==> config.mk <==
export PLATFORM = sky130hd
export DESIGN_NAME = header_length_checksum_deframer
export DESIGN_NICKNAME = d
export VERILOG_FILES = /design/src/rtl/hlcd_pkg.sv /design/src/rtl/header_length_checksum_deframer.sv /design/src/rtl/hlcd_parse.sv
export SDC_FILE = /design/constraint.sdc
export NUM_CORES = 1
export LEC_CHECK = 0
export BUFFER_PORTS_ARGS = -buffer_cell sky130_fd_sc_hd__buf_2
export CAP_MARGIN = 15
export CORE_UTILIZATION = 40
export DETAILED_ROUTE_END_ITERATION = 12
export GPL_ROUTABILITY_DRIVEN = 0
export SYNTH_ARGS = -nofsm -noshare
export SYNTH_HDL_FRONTEND = slang
export SYNTH_SLANG_ARGS = --single-unit
==> constraint.sdc <==
create_clock -name clk -period 5.2 [get_ports clk]
set_input_delay 0.78 -clock clk [delete_from_list [all_inputs] [get_ports clk]]
set_output_delay 0.78 -clock clk [all_outputs]
set_load 0.01 [all_outputs]
==> src/rtl/hlcd_pkg.sv <==
`default_nettype none
// ---------------------------------------------------------------------------
// hlcd_pkg - shared types and constants for the header/length/checksum deframer
// Phase and error codes, register indexes, reset values and the beat structs.
// ---------------------------------------------------------------------------
package hlcd_pkg;

	// Build-time cap on payload length (top-level parameter default)
	localparam int MAX_PAYLOAD_DEF = 64;

	// Field widths
	localparam int BYTE_W = 8;
	localparam int LEN_W  = 7;
	localparam int ERR_W  = 3;
	localparam int ADDR_W = 2;

	// Register reset values
	localparam logic [BYTE_W-1:0] FIRST_HDR_RST  = 8'h55;
	localparam logic [BYTE_W-1:0] SECOND_HDR_RST = 8'hAA;
	localparam logic [BYTE_W-1:0] IDENT_RST      = 8'h00;
	localparam logic [LEN_W-1:0]  LIMIT_RST      = 7'd64;

	// Register indexes on the write port
	typedef enum logic [ADDR_W-1:0] {
		REG_FIRST_HDR  = 2'd0,
		REG_SECOND_HDR = 2'd1,
		REG_IDENT      = 2'd2,
		REG_LIMIT      = 2'd3
	} reg_idx_t;

	// Parse phase
	typedef enum logic [2:0] {
		PH_HUNT   = 3'd0,
		PH_IDENT  = 3'd1,
		PH_LENGTH = 3'd2,
		PH_DATA   = 3'd3,
		PH_CHECK  = 3'd4
	} phase_t;

	// Result error codes
	typedef enum logic [ERR_W-1:0] {
		ERR_NONE   = 3'd0,
		ERR_HEADER = 3'd1,
		ERR_IDENT  = 3'd2,
		ERR_LENGTH = 3'd3,
		ERR_CHECK  = 3'd4
	} err_t;

	// Configuration values handed to the parser
	typedef struct packed {
		logic [BYTE_W-1:0] first_hdr;
		logic [BYTE_W-1:0] second_hdr;
		logic [BYTE_W-1:0] ident;
		logic [LEN_W-1:0]  limit;
	} cfg_t;

	// One result beat
	typedef struct packed {
		err_t error_code;
		logic frame_ok;
	} res_t;

endpackage : hlcd_pkg
`default_nettype wire

==> src/rtl/header_length_checksum_deframer.sv <==
`default_nettype none
// ---------------------------------------------------------------------------
// header_length_checksum_deframer - byte-stream frame finder
// Checks header, identifier, length and payload checksum; one result beat
// per received byte.
// ---------------------------------------------------------------------------
//  Channel   Dir  Handshake          Payload
//  s_*       in   tvalid/tready      tdata[7:0] rx_byte
//  m_*       out  tvalid/tready      tdata[0] frame_ok, [3:1] error_code, [7:4] zero
//  cfg_*     in   cfg_we             cfg_addr register index, cfg_data value
//
//  One byte per cycle while s_tready is high; each result is registered.
//  Parse state updates in the cycle the byte is taken; output register plus
//  skid slot let one more byte be taken while the output is stalled.
//  s_tready drops only while the skid slot is full.
//  Reset restores header 0x55/0xAA, identifier 0x00, limit 64, hunting phase.
// ---------------------------------------------------------------------------
module header_length_checksum_deframer import hlcd_pkg::*; #(
	parameter int MAX_PAYLOAD = MAX_PAYLOAD_DEF
) (
	input  wire logic              clk,
	input  wire logic              arst_n,
	input  wire logic              s_tvalid,
	output logic                   s_tready,
	input  wire logic [7:0]        s_tdata,   // [7:0] rx_byte
	output logic                   m_tvalid,
	input  wire logic              m_tready,
	output logic [7:0]             m_tdata,   // [0] frame_ok, [3:1] error_code, [7:4] zero
	input  wire logic              cfg_we,
	input  wire logic [ADDR_W-1:0] cfg_addr,
	input  wire logic [BYTE_W-1:0] cfg_data
);

	cfg_t cfg_q;
	res_t res;
	res_t out_q, skid_q;
	logic out_vld_q, skid_vld_q;
	logic take, pop;

	// Configuration registers
	always_ff @(posedge clk or negedge arst_n) begin
		if (!arst_n) begin
			cfg_q.first_hdr  <= FIRST_HDR_RST;
			cfg_q.second_hdr <= SECOND_HDR_RST;
			cfg_q.ident      <= IDENT_RST;
			cfg_q.limit      <= LIMIT_RST;
		end else if (cfg_we) begin
			unique case (reg_idx_t'(cfg_addr))
				REG_FIRST_HDR:  cfg_q.first_hdr  <= cfg_data;
				REG_SECOND_HDR: cfg_q.second_hdr <= cfg_data;
				REG_IDENT:      cfg_q.ident      <= cfg_data;
				REG_LIMIT:      cfg_q.limit      <= cfg_data[LEN_W-1:0];
				default: ;
			endcase
		end
	end

	assign s_tready = !skid_vld_q;
	assign take     = s_tvalid && s_tready;
	assign pop      = out_vld_q && m_tready;

	hlcd_parse #(
		.MAX_PAYLOAD(MAX_PAYLOAD)
	) u_parse (
		.clk    (clk),
		.arst_n (arst_n),
		.take   (take),
		.rx_byte(s_tdata),
		.cfg    (cfg_q),
		.res    (res)
	);

	// Output register and skid slot
	always_ff @(posedge clk or negedge arst_n) begin
		if (!arst_n) begin
			out_vld_q  <= 1'b0;
			skid_vld_q <= 1'b0;
		end else if (!out_vld_q || pop) begin
			if (skid_vld_q) begin
				out_vld_q  <= 1'b1;
				skid_vld_q <= 1'b0;
			end else begin
				out_vld_q <= take;
			end
		end else if (take) begin
			skid_vld_q <= 1'b1;
		end
	end

	always_ff @(posedge clk) begin
		if (!out_vld_q || pop) begin
			if (skid_vld_q) begin
				out_q <= skid_q;
			end else if (take) begin
				out_q <= res;
			end
		end else if (take) begin
			skid_q <= res;
		end
	end

	assign m_tvalid = out_vld_q;
	assign m_tdata  = {4'b0000, out_q.error_code, out_q.frame_ok};

endmodule : header_length_checksum_deframer
`default_nettype wire

==> src/rtl/hlcd_parse.sv <==
`default_nettype none
// ---------------------------------------------------------------------------
// hlcd_parse - frame parse state and per-byte result
// Holds phase, length, count and running sum; gives the result of the byte
// offered this cycle and advances the state when that byte is taken.
// ---------------------------------------------------------------------------
module hlcd_parse import hlcd_pkg::*; #(
	parameter int MAX_PAYLOAD = MAX_PAYLOAD_DEF
) (
	input  wire logic              clk,
	input  wire logic              arst_n,
	input  wire logic              take,
	input  wire logic [BYTE_W-1:0] rx_byte,
	input  wire cfg_t              cfg,
	output res_t                   res
);

	// Cap from the parameter, never above what the length field holds
	localparam int CAP = (MAX_PAYLOAD > ((1 << LEN_W) - 1)) ? ((1 << LEN_W) - 1) : MAX_PAYLOAD;
	localparam logic [LEN_W-1:0] CAP_V = LEN_W'(CAP);

	phase_t             phase_q, phase_d;
	logic               seen_q, seen_d;
	logic [LEN_W-1:0]   len_q, len_d;
	logic [LEN_W-1:0]   cnt_q, cnt_d;
	logic [BYTE_W-1:0]  sum_q, sum_d;
	logic [LEN_W-1:0]   eff_lim;
	logic [LEN_W-1:0]   cnt_inc;
	logic [BYTE_W-1:0]  sum_add;
	logic [BYTE_W-1:0]  chk_exp;

	assign eff_lim = (cfg.limit > CAP_V) ? CAP_V : cfg.limit;
	assign cnt_inc = cnt_q + LEN_W'(1);
	assign sum_add = sum_q + rx_byte;
	assign chk_exp = BYTE_W'(0) - sum_q;

	// Next state and result
	always_comb begin
		phase_d = phase_q;
		seen_d  = seen_q;
		len_d   = len_q;
		cnt_d   = cnt_q;
		sum_d   = sum_q;
		res     = '{error_code: ERR_NONE, frame_ok: 1'b0};
		if (rx_byte == cfg.first_hdr) begin
			// first header byte restarts parsing anywhere
			phase_d = PH_HUNT;
			seen_d  = 1'b1;
			len_d   = '0;
			cnt_d   = '0;
			sum_d   = '0;
		end else begin
			unique case (phase_q)
				PH_HUNT: begin
					if (seen_q && rx_byte == cfg.second_hdr) begin
						phase_d = PH_IDENT;
					end else begin
						res.error_code = ERR_HEADER;
						phase_d = PH_HUNT; seen_d = 1'b0;
						len_d = '0; cnt_d = '0; sum_d = '0;
					end
				end
				PH_IDENT: begin
					if (rx_byte == cfg.ident) begin
						phase_d = PH_LENGTH;
					end else begin
						res.error_code = ERR_IDENT;
						phase_d = PH_HUNT; seen_d = 1'b0;
						len_d = '0; cnt_d = '0; sum_d = '0;
					end
				end
				PH_LENGTH: begin
					if (rx_byte <= {1'b0, eff_lim}) begin
						len_d   = rx_byte[LEN_W-1:0];
						cnt_d   = '0;
						sum_d   = '0;
						// zero length goes straight to the checksum
						phase_d = (rx_byte[LEN_W-1:0] == '0) ? PH_CHECK : PH_DATA;
					end else begin
						res.error_code = ERR_LENGTH;
						phase_d = PH_HUNT; seen_d = 1'b0;
						len_d = '0; cnt_d = '0; sum_d = '0;
					end
				end
				PH_DATA: begin
					sum_d = sum_add;
					cnt_d = cnt_inc;
					if (cnt_inc >= len_q) begin
						phase_d = PH_CHECK;
					end
				end
				PH_CHECK: begin
					if (rx_byte == chk_exp) begin
						res.frame_ok = 1'b1;
					end else begin
						res.error_code = ERR_CHECK;
					end
					phase_d = PH_HUNT; seen_d = 1'b0;
					len_d = '0; cnt_d = '0; sum_d = '0;
				end
				default: begin
					phase_d = PH_HUNT; seen_d = 1'b0;
					len_d = '0; cnt_d = '0; sum_d = '0;
				end
			endcase
		end
	end

	// State registers
	always_ff @(posedge clk or negedge arst_n) begin
		if (!arst_n) begin
			phase_q <= PH_HUNT;
			seen_q  <= 1'b0;
			len_q   <= '0;
			cnt_q   <= '0;
			sum_q   <= '0;
		end else if (take) begin
			phase_q <= phase_d;
			seen_q  <= seen_d;
			len_q   <= len_d;
			cnt_q   <= cnt_d;
			sum_q   <= sum_d;
		end
	end

endmodule : hlcd_parse
`default_nettype wire

==> results of run 1 <==
==> sequential cells by signal, summed over array words and instances, names as in the netlist <==
name / count
m_tdata: 4
u_parse.phase_q: 3
m_tvalid: 1
cfg_q: 31
skid_q: 4
skid_vld_q: 1
u_parse.seen_q: 1
u_parse.cnt_q: 7
u_parse.sum_q: 8
u_parse.len_q: 7
==> worst max path at each step <==
stage,start,to,slack [ns]
2_1_floorplan,s_tdata[5],u_parse.phase_q[1],2.74
3_3_place_gp,s_tdata[5],u_parse.len_q[6],2.28
3_5_place_dp,s_tdata[5],u_parse.len_q[0],2.27
4_1_cts,cfg_q[6],u_parse.len_q[2],2.58
5_1_grt,cfg_q[6],u_parse.len_q[3],2.42
6_report,cfg_q[6],u_parse.len_q[2],2.58
==> metal layers <==
| metal | part of all wire, % | GRT usage [%] | wire [um] |
|---|---|---|---|
| met1 | 45 | 23.9 | 3820 |
| met2 | 50 | 30.4 | 4200 |
| met3 | 3.0 | 2.83 | 257 |
| met4 | 2.2 | 7.36 | 182 |
| met5 | 0 | 0 | 0 |
==> cell type report <==
| type | count | area [um2] | area share [%] |
|---|---|---|---|
| Clock inverter | 3 | 15.0 | 0.344 |
| Multi-Input combinational cell | 259 | 2080 | 47.8 |
| Clock buffer | 13 | 149 | 3.41 |
| Timing Repair Buffer | 30 | 155 | 3.56 |
| Sequential cell | 67 | 1730 | 39.6 |
| Tap cell | 133 | 166 | 3.82 |
| Inverter | 17 | 63.8 | 1.46 |
==> power groups by stage <==
stage               clock network [mW]  registers (mW)  logic, mW
floorplan                            0           0.624      0.150
global placement                     0           0.634      0.194
detailed placement                   0           0.637      0.200
CTS                              0.388           0.626      0.201
global route                     0.412           0.633      0.224
finish                           0.377           0.626      0.199
==> kinds of logic after synthesis <==
| logic type | share of synthesized area (%) |
|---|---|
| fa+ha+maj | 7.73 |
| buf+inv | 4.59 |
| flops | 43.4 |
| simple gates | 11.8 |
| xor+xnor | 10.1 |
| compound gates | 11.5 |
| other cells | 0.0941 |
| mux | 10.8 |
==> cell usage after synthesis, types with 2 or more instances <==
library cell  count  area share [%]
dfrtp_1          50              31
nor2b_1           4            0.63
nor3b_1           2            0.38
ha_1             23             7.2
nand3_1          13             1.6
o211ai_1          2            0.38
edfxtp_1          8             6.0
inv_1            17             1.6
dfstp_2           9             5.9
a221o_1           2            0.50
buf_6             3            0.85
a31oi_1           2            0.31
nand2b_1          4            0.63
buf_2             5            0.63
buf_4             8             1.5
nand3b_1          3            0.57
a21o_1            4            0.75
nor4_1            7             1.1
nor3_1            6            0.75
nand4_1           5            0.79
a22o_1           19             4.2
xnor2_1          21             4.6
and3_1            2            0.31
a21oi_1          16             2.0
xor2_1           23             5.1
o21ai_0           5            0.63
nand2_1          16             1.5
o21bai_1          2            0.38
nor3b_2           2            0.63
o31ai_1           3            0.57
nor2_1           13             1.2
mux2_2           36              10
==> worst max-delay path: stages (launching register included) <==
cell     delay, ns
dfstp_2       0.54
inv_1         0.09
nand2_1       0.10
ha_1          0.25
a21oi_1       0.16
nor2b_1       0.06
o32a_1        0.35
nor3_1        0.28
nor3b_2       0.50
a22o_1        0.21
==> impl_metrics.csv, run 1 <==
group,metric,value,unit
final_layout,fin_util,44.8,%
yosys,syn_inst,356,
floorplan,die_h,102,um
route,ant_nets,0,
timing,setup_viol,0,
clock_network,cts_setup_buffers,0,
clock_network,cts_htree_levels,3,
final_layout,nFillCells,941,
global_route,grt_pass1_wl,14.4,mm
power_and_ir_drop,irDropWorstVdd,0.149,mV
route,firstDrtPassIters,4,
clock_network,cts_tree,"yes",
route,finalWirelength,8.46,mm
yosys,ys_warn_count,0,
floorplan,initial_core_util,40.9,%
timing,hold_viol,0,
timing,post-route-period-util,50.4,%
yosys,synth-seq-cells,67,
clock_network,clk_latency,0.33,ns
floorplan,core_area,0.00973,mm2
final_layout,mostFrequentLayoutCells,"dfrtp_1 (50), mux2_2 (36), buf_2 (28), xor2_1 (23), ha_1 (23)",
timing,worst_slack,2.58,ns
min_path,holdPathStages,1,
power_and_ir_drop,comb_power_share,16.5,%
flow_run,max_cap_violations,0,
yosys,synth_seq_area_share,43.4,%
placement,pre_cts_ws,2.27,ns
placement,place_area,0.00420,mm2
clock_network,ctsHoldBuffers,0,
power_and_ir_drop,clkPwrFrac,31.4,%
clock_network,post_cts_resized,0,
critical_path,timing.rr.end,"u_parse.len_q[2]",
route,dr_total_vias,2784,
min_path,holdPathEnd,"u_parse.len_q[5]",
clock_network,cts_sinks,67,
global_route,grt_max_degree,60,
clock_network,clk_pin_slew,0.07,ns
clock_network,clockRootBuffer,"clkbuf_8",
critical_path,crit_arrival,2.89,ns
floorplan,dieArea,0.0104,mm2
route,drc,0,
critical_path,endpoint_kind,"register",
yosys,netlist_area,0.00398,mm2
critical_path,r2r_slack,2.58,ns
power_and_ir_drop,power,1.20,mW
floorplan,die_width,102,um
min_path,worstHoldStart,"u_parse.len_q[5]",
yosys,syn_area_per_cell,11.2,um2
timing,worst_pin_slew,0.742,ns
timing,report.final.slew_viol_count,0,
yosys,yosys.cell_types.count,53,
timing,whs,0.512,ns
floorplan,num_io_pins,33,
critical_path,critical_path.startpoint_type,"register",
final_layout,diodes,0,
global_route,antenna_found_initial,0,
power_and_ir_drop,power_density,275,mW/mm2
route,first_iter_violations,189,
final_layout,syn_to_final_growth,9.48,%
timing,max_freq,381,MHz
timing,finClkSkew,0.00811,ns
global_route,grt_usage,18.3,%
power_and_ir_drop,p_int,0.870,mW
critical_path,critPathKind,"register to register",
yosys,synth_flop_cell,"dfrtp_1",
clock_network,cts_buffers,9,
timing,rsz0062_at_grt,"false",
final_layout,design_area,0.00436,mm2
final_layout,drive_above_1_share,24.7,%
placement,io_buffers,28,
placement,hpwl,6.20,mm
floorplan,rows,36,
final_layout,instances_no_fill,522,
timing,maxSlewHeadroom,50.5,%
placement,dp_cells,506,
global_route,grt_pass1_vias,2799,
status,status,"completed",
critical_path,rr_worst_depth,9,
power_and_ir_drop,p_leak,1.92,nW
power_and_ir_drop,swShare,27.5,%
final_layout,final_common_cell,"dfrtp_1",
yosys,async_reset_ff_share,88.1,%
critical_path,critical_path_required,5.46,ns
critical_path,r2r_start,"cfg_q[6]",
final_layout,nets,431,
min_path,hold_class,"register to register",
global_route,grt_overflow_total,0,
route,avgRoutedWirePerCell,16.2,um
timing,final.setup.tns,0,ns
power_and_ir_drop,pwr-share-seq,52.1,%
clock_network,cts_buffer_depth,2,
route,vias_per_cell,5.33,
yosys,synth-edff-count,8,
power_and_ir_drop,switchingPower,0.331,mW
timing,post-route-min-period,2.62,ns
critical_path,cp_max_fo,7,
No activity file was read; power rests on OpenSTA's default activity.
==> inputs of run 2 (changes only) <==
--- a/config.mk
+++ b/config.mk
@@ -5,6 +5,7 @@
 export SDC_FILE = /design/constraint.sdc
 export NUM_CORES = 1
 export LEC_CHECK = 0
+export ABC_AREA = 1
 export BUFFER_PORTS_ARGS = -buffer_cell sky130_fd_sc_hd__buf_2
 export CAP_MARGIN = 15
 export CORE_UTILIZATION = 40
==> constraint.sdc (replaced) <==
create_clock -name clk -period 2.45 [get_ports clk]
set_input_delay 0.3675 -clock clk [delete_from_list [all_inputs] [get_ports clk]]
set_output_delay 0.3675 -clock clk [all_outputs]
set_load 0.01 [all_outputs]
==> run 2 against run 1 <==
Synthesized area grew 10%. First-iteration DRC count is 17% lower. Cell count grew 48%. Sequential power rose by 110%. Clock skew fell by 0.0028 ns. Critical endpoint is now u_parse.phase_q[0]. Sequential share of layout area decreased by 3.8 points. Power is 120% higher. Clock power up 120%. Count of clock-buffer cells in the layout unchanged. Worst hold slack worse by 0.34 ns.
==> impl_metrics.csv, run 2 <==
group,metric,value,unit
status,status,"completed",
yosys,ys_warn_count,0,
final_layout,top_register,"cfg_q",
timing,rsz0062_at_grt,"false",
final_layout,final_common_cell,"nand2_1",
route,finalWirelength,10.5,mm
timing,hold_viol,0,
final_layout,mostFrequentLayoutCells,"nand2_1 (211), inv_1 (74), dfrtp_1 (50), nor2_1 (45), o21ai_0 (38)",
route,ant_nets,0,
route,dr_total_vias,3756,
yosys,synth_common_cells,"nand2_1 (212), inv_1 (74), dfrtp_1 (50), nor2_1 (45), o21ai_0 (40)",
placement,io_buffers,28,
clock_network,clockRootBuffer,"clkbuf_8",
final_layout,nets,680,
yosys,synth_top_area_share,28.5,%
floorplan,dieArea,0.0114,mm2
critical_path,critical_path_required,2.70,ns
yosys,synthAdderAreaFrac,7.02,%
clock_network,cts_tree,"yes",
power_and_ir_drop,irDropWorstVdd,0.380,mV
final_layout,nFillCells,1080,
yosys,synthXorXnorAreaFrac,4.40,%
timing,maxSlewHeadroom,48.6,%
clock_network,clk_latency,0.36,ns
route,vias_per_cell,4.85,
critical_path,crit_arrival,2.46,ns
yosys,synth_area_leaders,"dfrtp_1 (29%), nand2_1 (18%), ha_1 (6.6%)",
global_route,grt_pass1_wl,17.9,mm
yosys,syn_inst,600,
final_layout,drive_above_1_share,13.3,%
critical_path,critical_path.startpoint_type,"register",
floorplan,core_area,0.0105,mm2
yosys,netlist_area,0.00438,mm2
route,drc,0,
timing,post-route-period-util,90.0,%
global_route,grt_max_degree,60,
critical_path,endpoint_kind,"register",
timing,post-route-min-period,2.20,ns
clock_network,cts_sinks,67,
route,avgRoutedWirePerCell,13.5,um
placement,hpwl,7.97,mm
clock_network,cts_htree_levels,3,
final_layout,largestRegisters,"cfg_q: 31 flops, u_parse.sum_q: 8 flops",
global_route,antenna_found_initial,0,
route,firstDrtPassIters,4,
final_layout,diodes,0,
route,first_iter_violations,156,
final_layout,largest_reg_flops,31,
yosys,synth_seq_area_share,39.4,%
yosys,synth-seq-cells,67,
timing,report.final.slew_viol_count,0,
flow_run,max_cap_violations,0,
timing,setup_viol,0,
floorplan,die_h,107,um
final_layout,syn_to_final_growth,10.1,%
min_path,hold_class,"input pin to asynchronous set/reset pin",
yosys,synth_mux_area_share,0,%
yosys,synth_flop_cell,"dfrtp_1",
timing,max_freq,454,MHz
yosys,async_reset_ff_share,88.1,%
timing,final.setup.tns,0,ns
timing,finClkSkew,0.00534,ns
yosys,synth.most_common_cell,"nand2_1",
floorplan,num_io_pins,33,
power_and_ir_drop,power_density,539,mW/mm2
final_layout,fin_util,46.1,%
floorplan,rows,37,
critical_path,rr_worst_depth,14,
floorplan,initial_core_util,41.9,%
critical_path,cp_max_fo,3,
yosys,syn_area_per_cell,7.30,um2
clock_network,cts_buffers,9,
yosys,synth-edff-count,8,
yosys,synth-simple-area-share,32.2,%
yosys,synth_top_family_by_area,"simple AND/OR/NAND/NOR gates",
yosys,netlist.top_cell.by_area,"dfrtp_1",
yosys,synth-compound-area-share,7.59,%
critical_path,critPathKind,"register to register",
clock_network,clk_pin_slew,0.07,ns
global_route,grt_usage,20.6,%
yosys,yosys.cell_types.count,41,
clock_network,cts_buffer_depth,2,
global_route,grt_overflow_total,0,
power_and_ir_drop,p_leak,2.57,nW
global_route,grt_pass1_vias,3691,
timing,worst_pin_slew,0.770,ns
floorplan,die_width,107,um
## run 2: metal layers
layer  up-vias  routed length (um)  track usage, %
met4         0                 249            6.95
met5         -                   0               0
met1      1721                4680            24.7
met3        16                 371            5.35
li1       1957                   -               -
met2        62                5160            35.6
## run 2: cell families (layout without fill, tap and decap cells)
group,count (synthesis),after routing
AND/OR/NAND/NOR,330,330
buffers and inverters,95,130
flip-flops,67,67
AO/OA/AOI/OAI,61,61
adder cells (fa/ha/maj),24,24
XOR/XNOR,22,22
other,1,4
## run 2: power breakdown
| group | leakage [nW] | switching, mW | internal [mW] |
|---|---|---|---|
| clock network | 0.0872 | 0.434 | 0.391 |
| logic | 1.66 | 0.297 | 0.170 |
| registers | 0.828 | 0.0751 | 1.23 |
## run 2: worst max-delay path: stages (launching register included)
cell     delay (ns)
dfrtp_1        0.38
ha_1           0.19
nand3_1        0.14
nor3_2         0.16
xor2_1         0.22
ha_1           0.28
nand2_1        0.07
inv_1          0.03
nor2_1         0.08
o21a_1         0.12
nand4_1        0.08
o21ai_2        0.16
nor2_1         0.09
nand2_1        0.07
nand2_1        0.05
## run 2: through the flow
stage / worst slack (ns) / cell area, um2 / hold slack, ns / power, mW / std cells
2_1_floorplan: 0.211 / 4390 / 0.0719 / 1.65 / 603
3_3_place_gp: 0.241 / 4640 / 0.460 / 1.78 / 758
3_5_place_dp: 0.116 / 4640 / 0.466 / 1.80 / 758
4_1_cts: 0.0981 / 4800 / 0.195 / 2.62 / 774
5_1_grt: 0.00708 / 4830 / 0.230 / 2.77 / 774
6_report: 0.245 / 4830 / 0.171 / 2.60 / 774
## run 2: area by class of cell
| class | instances | area [um2] | share of cell area [%] |
|---|---|---|---|
| clock buffers | 13 | 149 | 3.09 |
| clock inverters | 3 | 15.0 | 0.311 |
| inverters | 82 | 310 | 6.43 |
| multi-input cells | 441 | 2280 | 47.3 |
| flip-flops and latches | 67 | 1730 | 35.8 |
| well taps | 136 | 170 | 3.53 |
| repair buffers | 32 | 170 | 3.53 |
## run 2: repair_timing
action,4_1_cts,5_1_grt
buffers inserted,0,0
endpoints found under the setup margin,0,12
hold endpoints to repair,0,0
gates resized for setup,0,8
hold buffers,0,0
## run 2: worst paths after layout
path / from / slack (ns) / end
min in group clk: s_tvalid / 0.24 / m_tvalid
max: u_parse.cnt_q[1] / 0.25 / u_parse.phase_q[0]
min reg2reg: u_parse.len_q[2] / 0.48 / u_parse.len_q[2]
max in group asynchronous: arst_n / 1.77 / u_parse.seen_q
max reg2reg: u_parse.cnt_q[1] / 0.25 / u_parse.phase_q[0]
min: arst_n / 0.17 / u_parse.sum_q[5]
==> inputs of run 3 (changes only) <==
--- a/config.mk
+++ b/config.mk
@@ -13,4 +13,5 @@
 export GPL_ROUTABILITY_DRIVEN = 0
 export SYNTH_ARGS = -nofsm -noshare
 export SYNTH_HDL_FRONTEND = slang
+export SYNTH_HIERARCHICAL = 1
 export SYNTH_SLANG_ARGS = --single-unit
==> run 3 against run 2 <==
Count of clock-buffer cells in the layout decreased by 2. Clock power increased by 31%. Non-clock buffer count decreased by 1. Fmax decreased by 2.7%. Global-route usage decreased by 1.4 points. Setup slack got worse by 0.062 ns. Critical endpoint is now u_parse/phase_q[0].
==> impl_metrics.csv, run 3 <==
group,metric,value,unit
route,firstDrtPassIters,4,
min_path,hold_class,"input pin to asynchronous set/reset pin",
timing,maxSlewHeadroom,54.7,%
critical_path,worstSetupEndpoint,"u_parse/phase_q[0]",
critical_path,rr_worst_depth,16,
floorplan,rows,37,
route,avgRoutedWirePerCell,13.8,um
placement,hpwl,7.47,mm
route,vias_per_cell,4.96,
clock_network,cts_buffer_depth,2,
yosys,synth_common_cells,"nand2_1 (195), inv_1 (55), dfrtp_1 (50), nand3_1 (34), nand4_1 (34)",
critical_path,timing.rr.end,"u_parse/phase_q[0]",
final_layout,largest_reg_flops,31,
yosys,synth_flop_cell,"dfrtp_1",
timing,worst_slack,0.184,ns
final_layout,top_register,"cfg_q",
yosys,yosys.cell_types.count,39,
flow_run,max_cap_violations,0,
placement,io_buffers,28,
final_layout,instances_no_fill,732,
placement,dp_cells,714,
yosys,synth-edff-count,8,
critical_path,crit_arrival,2.49,ns
yosys,syn_inst,564,
global_route,gr-max-usage-layer,"met2",
route,ant_nets,0,
route,first_iter_violations,126,
timing,hold_viol,0,
route,drc,0,
final_layout,nFillCells,1076,
route,finalWirelength,10.1,mm
yosys,synth-seq-cells,67,
timing,final.setup.tns,0,ns
timing,worst_pin_slew,0.679,ns
critical_path,endpoint_kind,"register",
global_route,grt_max_degree,36,
yosys,syn_area_per_cell,7.75,um2
yosys,synth_seq_area_share,39.5,%
yosys,synth_area_leaders,"dfrtp_1 (29%), nand2_1 (17%), ha_1 (6.6%)",
global_route,met3_usage,3.25,%
floorplan,die_width,107,um
global_route,antenna_found_initial,0,
critical_path,cp-startpoint,"u_parse/cnt_q[1]",
floorplan,initial_core_util,41.8,%
global_route,grt_pass1_vias,3518,
critical_path,critPathKind,"register to register",
floorplan,num_io_pins,33,
timing,max_freq,441,MHz
power_and_ir_drop,irDropWorstVdd,0.295,mV
global_route,grt_pass1_wl,17.0,mm
critical_path,critical_path.startpoint_type,"register",
final_layout,final_common_cell,"nand2_1",
critical_path,critical_path_required,2.68,ns
yosys,ys_warn_count,6,
timing,whs,0.0429,ns
clock_network,ctsHoldBuffers,0,
final_layout,syn_to_final_growth,10.7,%
timing,post-route-period-util,92.5,%
timing,post-route-min-period,2.27,ns
clock_network,clockRootBuffer,"clkbuf_8",
final_layout,nets,638,
final_layout,fin_util,46.2,%
yosys,async_reset_ff_share,88.1,%
route,dr_total_vias,3629,
global_route,grt_overflow_total,0,
clock_network,cts_htree_levels,3,
yosys,synth_top_area_share,28.6,%
global_route,grtUsageMet1,25.0,%
yosys,synth.most_common_cell,"nand2_1",
clock_network,cts_tree,"yes",
critical_path,cp_max_fo,3,
timing,finClkSkew,0.0203,ns
timing,report.final.slew_viol_count,0,
critical_path,r2r_slack,0.18,ns
clock_network,cts_buffers,9,
final_layout,drive_above_1_share,15.1,%
final_layout,largestRegisters,"cfg_q: 31 flops, u_parse/sum_q: 8 flops",
power_and_ir_drop,p_leak,2.45,nW
placement,pre_cts_ws,0.148,ns
clock_network,clk_pin_slew,0.07,ns
yosys,netlist_area,0.00437,mm2
floorplan,die_h,107,um
timing,setup_viol,0,
clock_network,cts_sinks,67,
status,status,"completed",
final_layout,mostFrequentLayoutCells,"nand2_1 (195), inv_1 (55), dfrtp_1 (50), nand4_1 (34), nand3_1 (33)",
floorplan,dieArea,0.0113,mm2
floorplan,core_area,0.0105,mm2
power_and_ir_drop,power_density,587,mW/mm2
final_layout,diodes,0,
clock_network,clk_latency,0.35,ns
global_route,grt_usage,19.2,%
yosys,netlist.top_cell.by_area,"dfrtp_1",
critical_path,r2r_start,"u_parse/cnt_q[1]",
global_route,grt_util_met2,32.2,%
==> run 3: cell types whose count changed in the layout (fill, tap and decap cells not counted), sizes merged, moves of 2 or more <==
cell    delta
nand4     +24
o21ai     -21
nor2      -19
inv       -16
nand2     -16
a21oi      +7
xnor2      +3
bufinv     +2
clkbuf     -2
nand3      -2
nand3b     +2
nor4       -2
==> run 3: cell families after synthesis <==
family                     after synthesis  share of synthesized area, %
xor gates and xnor gates                26                          5.21
other                                    1                        0.0858
DFF                                     67                          39.5
AOI/OAI and AO/OA                       44                          5.84
buffers and inverters                   85                          9.10
adders and majority gates               24                          7.04
and+or+nand+nor                        317                          33.2
==> run 3: report_power, final <==
part           total, mW  switching, mW  internal, mW  leakage (nW)
combinational      0.445          0.289         0.156          1.50
clock               1.08          0.445         0.639         0.115
sequential          1.31         0.0751          1.24         0.828
==> run 3: layout make-up <==
class	instances	area [um2]	share of cell area (%)
repair buffers	31	175	3.62
inverters	67	254	5.25
multi-input cells	415	2270	47.0
well taps	136	170	3.52
clock buffers	11	153	3.15
flip-flops and latches	67	1730	35.7
clock inverters	5	85.1	1.76
==> run 3: through the flow <==
step	instance area [um2]	power, mW
3_3_place_gp	4570	1.76
5_1_grt	4840	3.00
3_5_place_dp	4570	1.77
2_1_floorplan	4380	1.64
6_report	4840	2.84
4_1_cts	4810	2.87
==> run 3: per-layer routing <==
layer | routed length [um] | share of wire [%]
met3 | 332 | 3.3
met2 | 4840 | 48
met1 | 4820 | 48
met5 | 0 | 0
met4 | 112 | 1.1
==> run 3: what timing repair did <==
action | in CTS | in global routing
hold endpoints to repair | 0 | 0
setup buffers | 0 | 2
resized for setup | 0 | 4
endpoints found under the setup margin | 0 | 3
==> run 3: worst min path at each step <==
stage	end	slack [ns]	cells past startpoint
CTS	cfg_q[28]	0.06	1
finish	u_parse/sum_q[3]	0.04	1
floorplan	cfg_q[0]	0.07	0
global placement	u_parse/sum_q[3]	0.42	1
detailed placement	u_parse/sum_q[3]	0.42	1
global route	u_parse/sum_q[3]	0.08	1
==> run 3: critical path: stages, from the launching register on <==
cell and delay [ns]:
dfrtp_1 0.38, ha_2 0.21, nand3_2 0.10, nor2_1 0.09, nand2_1 0.09, xor2_2 0.16, inv_1 0.06, ha_1 0.28
a21oi_1 0.15, o21a_1 0.13, nand2_1 0.05, nor2_2 0.08, nand3_1 0.09, nand3b_1 0.12, inv_1 0.06, nand2_1 0.05
nand2_1 0.05
